<file path="src/hw/rtl/stunbr_pkg.sv">
// Package for the STUN binding response parser.
// Holds the protocol constants and the status codes; depends on nothing.
package stunbr_pkg;

  localparam logic [31:0] StunCookie    = 32'h2112_A442;
  localparam logic [15:0] StunBindOk    = 16'h0101;
  localparam logic [15:0] AttrXorMapped = 16'h0020;
  localparam logic [7:0]  FamilyIpv4    = 8'h01;

  localparam int unsigned PosW       = 17;
  localparam int unsigned HdrLen     = 20;
  localparam int unsigned CfgAddrW   = 4;
  localparam int unsigned CfgDataW   = 64;

  localparam logic [PosW-1:0] PosMax = '1;

  typedef enum logic [2:0] {
    ST_FOUND        = 3'd0,
    ST_BAD_TYPE     = 3'd1,
    ST_TRUNCATED    = 3'd2,
    ST_TID_MISMATCH = 3'd3,
    ST_NO_MAPPING   = 3'd4
  } status_e;

  typedef enum logic [0:0] {
    REG_TID_HIGH = 1'b0,
    REG_TID_LOW  = 1'b1
  } reg_idx_e;

endpackage

</file>
<file path="src/hw/rtl/stun_binding_response_parser.sv">
// Result: registered; it appears in the cycle after the item carrying the last byte is accepted.
// Throughput: one datagram byte per cycle; input stalls only on a last byte while a
// previous result is still held in the output register.
// Reset: asynchronous, active low; clears the frame state, the output valid and both
// transaction id registers. The parser also returns to its reset frame state after each result.
module stun_binding_response_parser (
  input  logic                             clk_i,
  input  logic                             rst_ni,
  input  logic                             psel,
  input  logic                             penable,
  input  logic                             pwrite,
  input  logic [stunbr_pkg::CfgAddrW-1:0]  paddr,
  input  logic [stunbr_pkg::CfgDataW-1:0]  pwdata,
  output logic [stunbr_pkg::CfgDataW-1:0]  prdata,
  output logic                             pready,
  input  logic                             in_valid_i,
  output logic                             in_stall_o,
  input  logic [7:0]                       rx_byte_i,
  input  logic                             last_byte_i,
  output logic                             out_valid_o,
  input  logic                             out_stall_i,
  output logic [2:0]                       status_o,
  output logic [31:0]                      mapped_address_o,
  output logic [15:0]                      mapped_port_o
);
  import stunbr_pkg::*;

  localparam logic [PosW:0] HdrLenW = (PosW+1)'(HdrLen);

  logic [31:0]     tid_high_q;
  logic [63:0]     tid_low_q;

  logic [PosW-1:0] pos_q, pos_d;
  logic [63:0]     hdr_q, hdr_d;
  logic            tid_eq_q, tid_eq_d;
  logic [31:0]     ahs_q, ahs_d;
  logic [PosW-1:0] nas_q, nas_d;
  logic            stop_q, stop_d;
  logic            found_q, found_d;
  logic [47:0]     fe_q, fe_d;
  logic            cand_q, cand_d;
  logic            fam_q, fam_d;
  logic [PosW-1:0] bb_q, bb_d;

  logic            out_valid_q;
  logic [2:0]      status_q;
  logic [31:0]     addr_q;
  logic [15:0]     port_q;

  logic            in_acc;
  logic            cfg_wr;
  status_e         res_status;
  logic [31:0]     res_addr;
  logic [15:0]     res_port;

  logic [PosW:0]   pos_x, nas_x, bb_x, msg_end, body, body_end, pad_len, len_x;
  logic [PosW-1:0] diff;
  logic [2:0]      off;
  logic [1:0]      hi_idx;
  logic [2:0]      lo_idx;
  logic [15:0]     at, al;

  assign in_stall_o  = out_valid_q && out_stall_i && last_byte_i;
  assign in_acc      = in_valid_i && !in_stall_o;
  assign out_valid_o = out_valid_q;
  assign status_o    = status_q;
  assign mapped_address_o = addr_q;
  assign mapped_port_o    = port_q;

  assign pready = 1'b1;
  assign cfg_wr = psel && penable && pwrite;

  always_comb begin
    case (reg_idx_e'(paddr[3])) 
      REG_TID_HIGH: prdata = {32'd0, tid_high_q};
      REG_TID_LOW:  prdata = tid_low_q;
      default:      prdata = '0;
    endcase
  end

  always_comb begin
    pos_d    = pos_q;
    hdr_d    = hdr_q;
    tid_eq_d = tid_eq_q;
    ahs_d    = ahs_q;
    nas_d    = nas_q;
    stop_d   = stop_q;
    found_d  = found_q;
    fe_d     = fe_q;
    cand_d   = cand_q;
    fam_d    = fam_q;
    bb_d     = bb_q;

    pos_x    = {1'b0, pos_q};
    nas_x    = {1'b0, nas_q};
    bb_x     = {1'b0, bb_q};
    msg_end  = HdrLenW + {{(PosW-15){1'b0}}, hdr_q[47:32]};
    diff     = pos_q - bb_q;
    off      = diff[2:0];
    hi_idx   = ~pos_q[1:0];
    lo_idx   = 3'd3 - pos_q[2:0];
    at       = '0;
    al       = '0;
    body     = nas_x + (PosW+1)'(4);
    body_end = '0;
    pad_len  = '0;

    if (pos_q < PosW'(8)) begin
      hdr_d = {hdr_q[55:0], rx_byte_i};
    end else if (pos_q < PosW'(12)) begin
      if (tid_high_q[{hi_idx, 3'b000} +: 8] != rx_byte_i) tid_eq_d = 1'b0;
    end else if (pos_q < PosW'(HdrLen)) begin
      if (tid_low_q[{lo_idx, 3'b000} +: 8] != rx_byte_i) tid_eq_d = 1'b0;
    end else if (!stop_q && !found_q) begin
      if (cand_q && pos_x >= bb_x && pos_x < bb_x + (PosW+1)'(8)) begin
        if (off == 3'd1) fam_d = (rx_byte_i == FamilyIpv4);
        if (off >= 3'd2) fe_d = {fe_q[39:0], rx_byte_i};
        if (off == 3'd7) begin
          if (fam_q) found_d = 1'b1;
          cand_d = 1'b0;
        end
      end else if (pos_x >= nas_x && pos_x <= nas_x + (PosW+1)'(3)) begin
        if (pos_x == nas_x && body > msg_end) begin
          stop_d = 1'b1;
        end else begin
          ahs_d = {ahs_q[23:0], rx_byte_i};
          if (pos_x == nas_x + (PosW+1)'(3)) begin
            at       = ahs_d[31:16];
            al       = ahs_d[15:0];
            body_end = body + {{(PosW-15){1'b0}}, al};
            pad_len  = ({{(PosW-15){1'b0}}, al} + (PosW+1)'(3)) & ~(PosW+1)'(3);
            if (body_end > msg_end) begin
              stop_d = 1'b1;
            end else begin
              cand_d = (at == AttrXorMapped) && (al >= 16'd8);
              fam_d  = 1'b0;
              bb_d   = body[PosW-1:0];
              nas_d  = PosW'(body + pad_len);
            end
          end
        end
      end
    end

    if (pos_q != PosMax) pos_d = pos_q + PosW'(1);

    len_x    = {1'b0, pos_d};
    res_addr = '0;
    res_port = '0;
    if (pos_d < PosW'(HdrLen)) begin
      res_status = ST_TRUNCATED;
    end else if (hdr_d[63:48] != StunBindOk || hdr_d[31:0] != StunCookie) begin
      res_status = ST_BAD_TYPE;
    end else if (HdrLenW + {{(PosW-15){1'b0}}, hdr_d[47:32]} > len_x) begin
      res_status = ST_TRUNCATED;
    end else if (!tid_eq_d) begin
      res_status = ST_TID_MISMATCH;
    end else if (found_d) begin
      res_status = ST_FOUND;
      res_port   = fe_d[47:32] ^ StunCookie[31:16];
      res_addr   = fe_d[31:0] ^ StunCookie;
    end else begin
      res_status = ST_NO_MAPPING;
    end

    if (last_byte_i) begin
      pos_d    = '0;
      hdr_d    = '0;
      tid_eq_d = 1'b1;
      ahs_d    = '0;
      nas_d    = PosW'(HdrLen);
      stop_d   = 1'b0;
      found_d  = 1'b0;
      fe_d     = '0;
      cand_d   = 1'b0;
      fam_d    = 1'b0;
      bb_d     = '0;
    end
  end

  always_ff @(posedge clk_i or negedge rst_ni) begin
    if (!rst_ni) begin
      tid_high_q <= '0;
      tid_low_q  <= '0;
    end else if (cfg_wr) begin
      case (reg_idx_e'(paddr[3]))
        REG_TID_HIGH: tid_high_q <= pwdata[31:0];
        REG_TID_LOW:  tid_low_q  <= pwdata;
        default:      tid_low_q  <= tid_low_q;
      endcase
    end
  end

  always_ff @(posedge clk_i or negedge rst_ni) begin
    if (!rst_ni) begin
      pos_q    <= '0;
      hdr_q    <= '0;
      tid_eq_q <= 1'b1;
      ahs_q    <= '0;
      nas_q    <= PosW'(HdrLen);
      stop_q   <= 1'b0;
      found_q  <= 1'b0;
      fe_q     <= '0;
      cand_q   <= 1'b0;
      fam_q    <= 1'b0;
      bb_q     <= '0;
    end else if (in_acc) begin
      pos_q    <= pos_d;
      hdr_q    <= hdr_d;
      tid_eq_q <= tid_eq_d;
      ahs_q    <= ahs_d;
      nas_q    <= nas_d;
      stop_q   <= stop_d;
      found_q  <= found_d;
      fe_q     <= fe_d;
      cand_q   <= cand_d;
      fam_q    <= fam_d;
      bb_q     <= bb_d;
    end
  end

  always_ff @(posedge clk_i or negedge rst_ni) begin
    if (!rst_ni) begin
      out_valid_q <= 1'b0;
    end else if (in_acc && last_byte_i) begin
      out_valid_q <= 1'b1;
    end else if (!out_stall_i) begin
      out_valid_q <= 1'b0;
    end
  end

  always_ff @(posedge clk_i) begin
    if (in_acc && last_byte_i) begin
      status_q <= res_status;
      addr_q   <= res_addr;
      port_q   <= res_port;
    end
  end

endmodule

</file>
<file path="config.mk">
export PLATFORM = sky130hd
export DESIGN_NAME = stun_binding_response_parser
export DESIGN_NICKNAME = d
export VERILOG_FILES = /design/src/hw/rtl/stunbr_pkg.sv /design/src/hw/rtl/stun_binding_response_parser.sv
export SDC_FILE = /design/constraint.sdc
export NUM_CORES = 1
export LEC_CHECK = 0
export ABC_CLOCK_PERIOD_IN_PS = 10400
export BUFFER_PORTS_ARGS = -buffer_cell sky130_fd_sc_hd__buf_2
export CELL_PAD_IN_SITES_DETAIL_PLACEMENT = 0
export CELL_PAD_IN_SITES_GLOBAL_PLACEMENT = 1
export CORE_ASPECT_RATIO = 0.5
export CORE_MARGIN = 4
export CORE_UTILIZATION = 30
export CTS_CLUSTER_SIZE = 8
export DETAILED_ROUTE_END_ITERATION = 8
export GPL_TIMING_DRIVEN = 0
export PLACE_DENSITY = 0.57
export SYNTH_ARGS = -nofsm -noshare
export SYNTH_HDL_FRONTEND = slang
export SYNTH_SLANG_ARGS = --single-unit
</file>
<file path="constraint.sdc">
create_clock -name clk_i -period 10.4 [get_ports clk_i]
set_input_delay 1.04 -clock clk_i [delete_from_list [all_inputs] [get_ports clk_i]]
set_output_delay 1.04 -clock clk_i [all_outputs]
set_load 0.01 [all_outputs]
</file>
======== Word-level counts from Yosys, hierarchy flattened ========
Cells that the tools add are included.
storage, ports and cells
  register bits ........................... 340
  input port bits ......................... 84
operators by class
  shifts and indexed selects .............. 2
  multiplexer cells ....................... 92
  add/sub/neg operators ................... 11
  eq/ne operators ......................... 22
  bitwise gates (word level) .............. 6
  reductions and logical operators ........ 32
  magnitude comparators ................... 13
operators with widths
  operator               count
  $mux 17                22
  $mux 48                7
  $mux 24                8
  $mux 64                2
  $pmux 64 s2            1
  $shiftx 64x7->8        1
  $mux 1                 48
  $gt 18x17->1           2
  $add 5x16->17 const A  2
  $ge 17x17->1           2
  $lt 17x4->1 const B    2
  $lt 17x5->1 const B    2
  $ne 32x30->1 const B   1
  $shiftx 32x6->8        1
  $reduce_and 10->1      3
  $add 17x2->18 const B  1
  $add 17x3->18 const B  1
  $add 17x4->18 const B  1
  $add 18x16->18         1
  $eq 17x18->1           1
  $le 17x18->1           1
  $lt 17x18->1           1
  $add 16x2->17 const B  1
  $add 17x1->17 const B  1
  34 further kinds       65

======== Depth between registers and ports, before layout ========
  depth after elaboration ................. 13
  gate-level depth with buffers ........... 26
  mapped depth without buffers ............ 23

======== Least setup slack after synthesis ========
OpenSTA, ideal clock, no wires.
  path type ............................... register to register
  start point ............................. register pos_q[14]
  end point ............................... register addr_q[5], in the netlist mapped_address_o[5], data pin
  arrival ................................. 4.839 ns
  setup slack ............................. 5.420 ns
  cell stages (with the launch flop) ...... 27
  required time ........................... 10.260 ns
  path through ............................ dfrtp_1 -> clkbuf_1 -> nor4_1 -> nand3_1 -> nor3_2 -> clkbuf_1 -> nand2_1 -> nand2_1 -> ha_1 -> nand2b_1 -> a21boi_0 -> nand3_1 -> xnor2_1 -> nand2_1 -> o21ai_0 -> ha_1 -> a21o_1 -> a21oi_1 -> o22ai_1 -> o31ai_1 -> a21oi_1 -> a211oi_2 -> nand3b_1 -> nand2b_4 -> buf_6 -> buf_6 -> a21oi_2
between the ends
  longest elaborated chain between the ends .. 10
ends and longest elaborated chain
  what                                                                  RTL line                             RTL
  start, declared                                                       stun_binding_response_parser.sv:33   logic [PosW-1:0] pos_q, pos_d;
  start signal, assigned                                                stun_binding_response_parser.sv:208  pos_q <= pos_d;
  parallel branches: the longest is 10 deep, another holds $lt 17x4->1  n/a
  end signal, assigned                                                  stun_binding_response_parser.sv:235  addr_q <= res_addr;
  end, declared                                                         stun_binding_response_parser.sv:47   logic [31:0] addr_q;
Several ways; the timed one is not identified.
A chain may end at the register's enable or synchronous reset.

======== Final worst setup path ========
  start point ............................. register pos_q[10]
  end point ............................... register addr_q[17], in the netlist mapped_address_o[17], data pin
The elaborated chain is that of the path after synthesis.

==> reports/qor.csv <==
metric,value,unit
cell area power density,170,mW/mm^2
CTS Sinks,337,
Levels on crit path,24,
FF-to-FF setup slack,3.54,ns
grt total ovfl,0,
kind of cell adding the most delay to the critical path,simple AND/OR/NAND/NOR gates,
worst-path cell chain,clkbuf_1 -> nor4_1 -> nand3_1 -> nor3_2 -> clkbuf_1 -> nand2_1 -> nand2_1 -> ha_1 -> nand2b_1 -> a21boi_0 -> nand3_1 -> xor2_1 -> o21ai_0 -> ha_1 -> a21o_1 -> a21oi_1 -> o22ai_1 -> o31ai_1 -> a21oi_1 -> a211oi_2 -> nand3b_1 -> nand2b_4 -> buf_2 -> a211oi_1,
worst r2r src,pos_q[10],
status,"complete, no violations",
Resize count post-CTS,0,
Vias,17300,
sequential element share of the synthesized area,41.0,%
Yosys cell types,78,
RSZ-0062 raised after global routing,no,
NumNets Final,2588,
Cell Rows,68,
initial core utilization,30.5,%
Critical Path End Type,flip-flop,
Post-Synthesis Cells,2105,
H-tree levels,2,
I/O pins,202,
Worst setup SP type,flip-flop,
Critical Path End,mapped_address_o[17],
Hold Crit Class,flip-flop to flip-flop,
"Data required, critical path",10.75,ns
FF-to-FF path depth,24,
final WL,74.0,mm
largest net degree at the start of global routing,107,
most frequent cells in the layout,"dfrtp_1 (283), nand2_1 (232), buf_2 (200)",
Synth Cell Area,0.0212,sq mm
clk_lat worst skew,0.61,ns
IO Port Bufs,195,
CP max FO,10,
max cap viols,0,
RD Place Congestion,0.809,
total power,0.00423,W
# hold bufs at CTS,0,
core area,0.0695,sq mm
antenna violations before repair,3,
drc violations,0,
Final WS setup,3.54,ns
#FFs+latches synth,337,
first-pass GRT wire length,113,mm
CP bufs+invs,3,
hold path cells,2,
Max Slew Vio Count,0,
Post-synth EDFFs,51,
Max clock buf depth,3,
worst r2r dst,mapped_address_o[17],
DR vias/cell,5.22,
Worst Max-Slew Pin Slew,1.25,ns
average size of a mapped cell,10.1,sq um
minimum clock period,6.86,ns
syn nets,2340,
Max stage delay on crit path,0.61,ns
Detail Route Antenna Nets,0,
# setup viols final,0,
total die area,0.0753,sq mm
"Reg clk slew, reported paths",0.05,ns
vias in the first global route,17300,
initial DRC count,1194,
Ys Warns,0,
fin crit share,66.0,%
"most common cell after layout, fill and taps aside",dfrtp_1,
critical hold path startpoint,fe_q[47],
clk_skew,0.0303,ns
CTS tree,yes,
area grow syn2layout,17.0,%
layout cells sized above 1,19.5,%
crit path launch,pos_q[10],
slowest CP cell,nor4_1,
Post-CTS Setup Inserts,0,
Worst EP arrival,7.21,ns
global-route usage over all layers,19.5,%
Root Buffer,clkbuf_16,
Max Clock Freq,0.146,GHz
width of the die,384,microns
Num CTS Buffers,48,
final hold vios,0,
Final HPWL DP,55.6,mm
Lkg Pwr,10.7,nW
Setup TNS,0,ns
Main synth FF type,dfrtp_1,
"FFs w/ async S/R, synth",84.9,%
CP Class,flip-flop to flip-flop,
Rel. slew slack,16.7,%
DR pass1 iterations,5,
Placement Setup Slack,3.49,ns
Routed wire per std cell,22.3,microns
die height,196,microns
VDD IR max,0.109,mV
-- per-stage QoR --
stage | utilization, % | instance area (sq um) | cells | hold WS, ns
4_1_cts | 35.7 | 24800 | 3319 | 0.478
3_5_place_dp | 33.8 | 23500 | 3248 | 0.466
2_1_floorplan | - | 21200 | 2105 | 0.442
5_1_grt | 35.7 | 24800 | 3321 | 0.514
6_report | 35.7 | 24800 | 3321 | 0.477
3_3_place_gp | 33.6 | 23400 | 3245 | 0.458
-- worst min-delay path by stage --
| stage | endpoint | slack (ns) |
|---|---|---|
| floorplan | fe_q[40] | 0.44 |
| global placement | fe_q[40] | 0.46 |
| detailed placement | fe_q[45] | 0.47 |
| CTS | fe_q[45] | 0.48 |
| global route | tid_eq_q | 0.51 |
| finish | fe_q[47] | 0.48 |
-- power breakdown --
group          total, W  switching [W]  leakage (nW)  internal [W]
combinational   0.00103       0.000580          5.86      0.000446
clock           0.00149       0.000635         0.651      0.000851
sequential      0.00172       0.000195          4.20       0.00152
-- tightest hold or removal path, delay by kind of cell, from the launching register on --
| family | cells | cell delay, ns |
|---|---|---|
| DFF | 1 | 0.34 |
| and+or+nand+nor | 1 | 0.05 |
| AOI/OAI and AO/OA | 1 | 0.06 |
-- Yosys cell counts, drive strengths merged, types with 22 or more instances --
cell type	instances	area share, %
a21o	32	1.1
a211oi	25	0.98
o21ai	115	2.7
nand4	56	1.7
inv	71	1.3
ha	149	8.8
nand2	232	4.1
edfxtp	51	7.2
nor4	27	0.93
and2	51	1.5
mux2i	29	1.4
dfrtp	283	33
nor2	74	1.3
mux2	130	6.9
a21boi	38	1.3
xnor2	82	3.4
clkbuf	111	2.0
a22o	91	3.8
a21oi	118	3.1
nor3	22	0.54
xor2	47	1.9
nand3	65	1.5
-- flip-flops by register name, indices dropped and copies added (netlist names), 16 cells and up --
name	flops
tid_low_q	64
hdr_q	64
bb_q	16
tid_high_q	32
mapped_port_o	16
fe_q	48
mapped_address_o	32
pos_q	17
ahs_q	24
-- per-layer routing --
metal  GRT usage (%)  wire [microns]  part of all wire [%]  up-vias
met5               0               0                     0        -
li1                -               -                     -     8192
met3            2.79            2930                   4.0       88
met4            4.70            1590                   2.2        0
met1            27.7           35700                    48     8688
met2            31.4           33800                    46      367
-- cell families after synthesis --
| family | share of synthesized area [%] |
|---|---|
| buf+inv | 3.90 |
| mux | 10.4 |
| flops | 41.0 |
| simple gates | 14.4 |
| fa+ha+maj | 8.98 |
| compound gates | 16.0 |
| xor+xnor | 5.33 |
| other cells | 0.0354 |
-- final cells by class --
class | count | area [sq um]
Buffer | 131 | 561
Fill cell | 7085 | 44700
Clock buffer | 67 | 1280
Clock inverter | 4 | 73.8
Tap cell | 945 | 1180
Timing Repair Buffer | 198 | 1060
Inverter | 71 | 267
Multi-Input combinational cell | 1566 | 11700
Sequential cell | 337 | 8690
Antenna cell | 2 | 5.00
(Power assumes the default switching activity.)
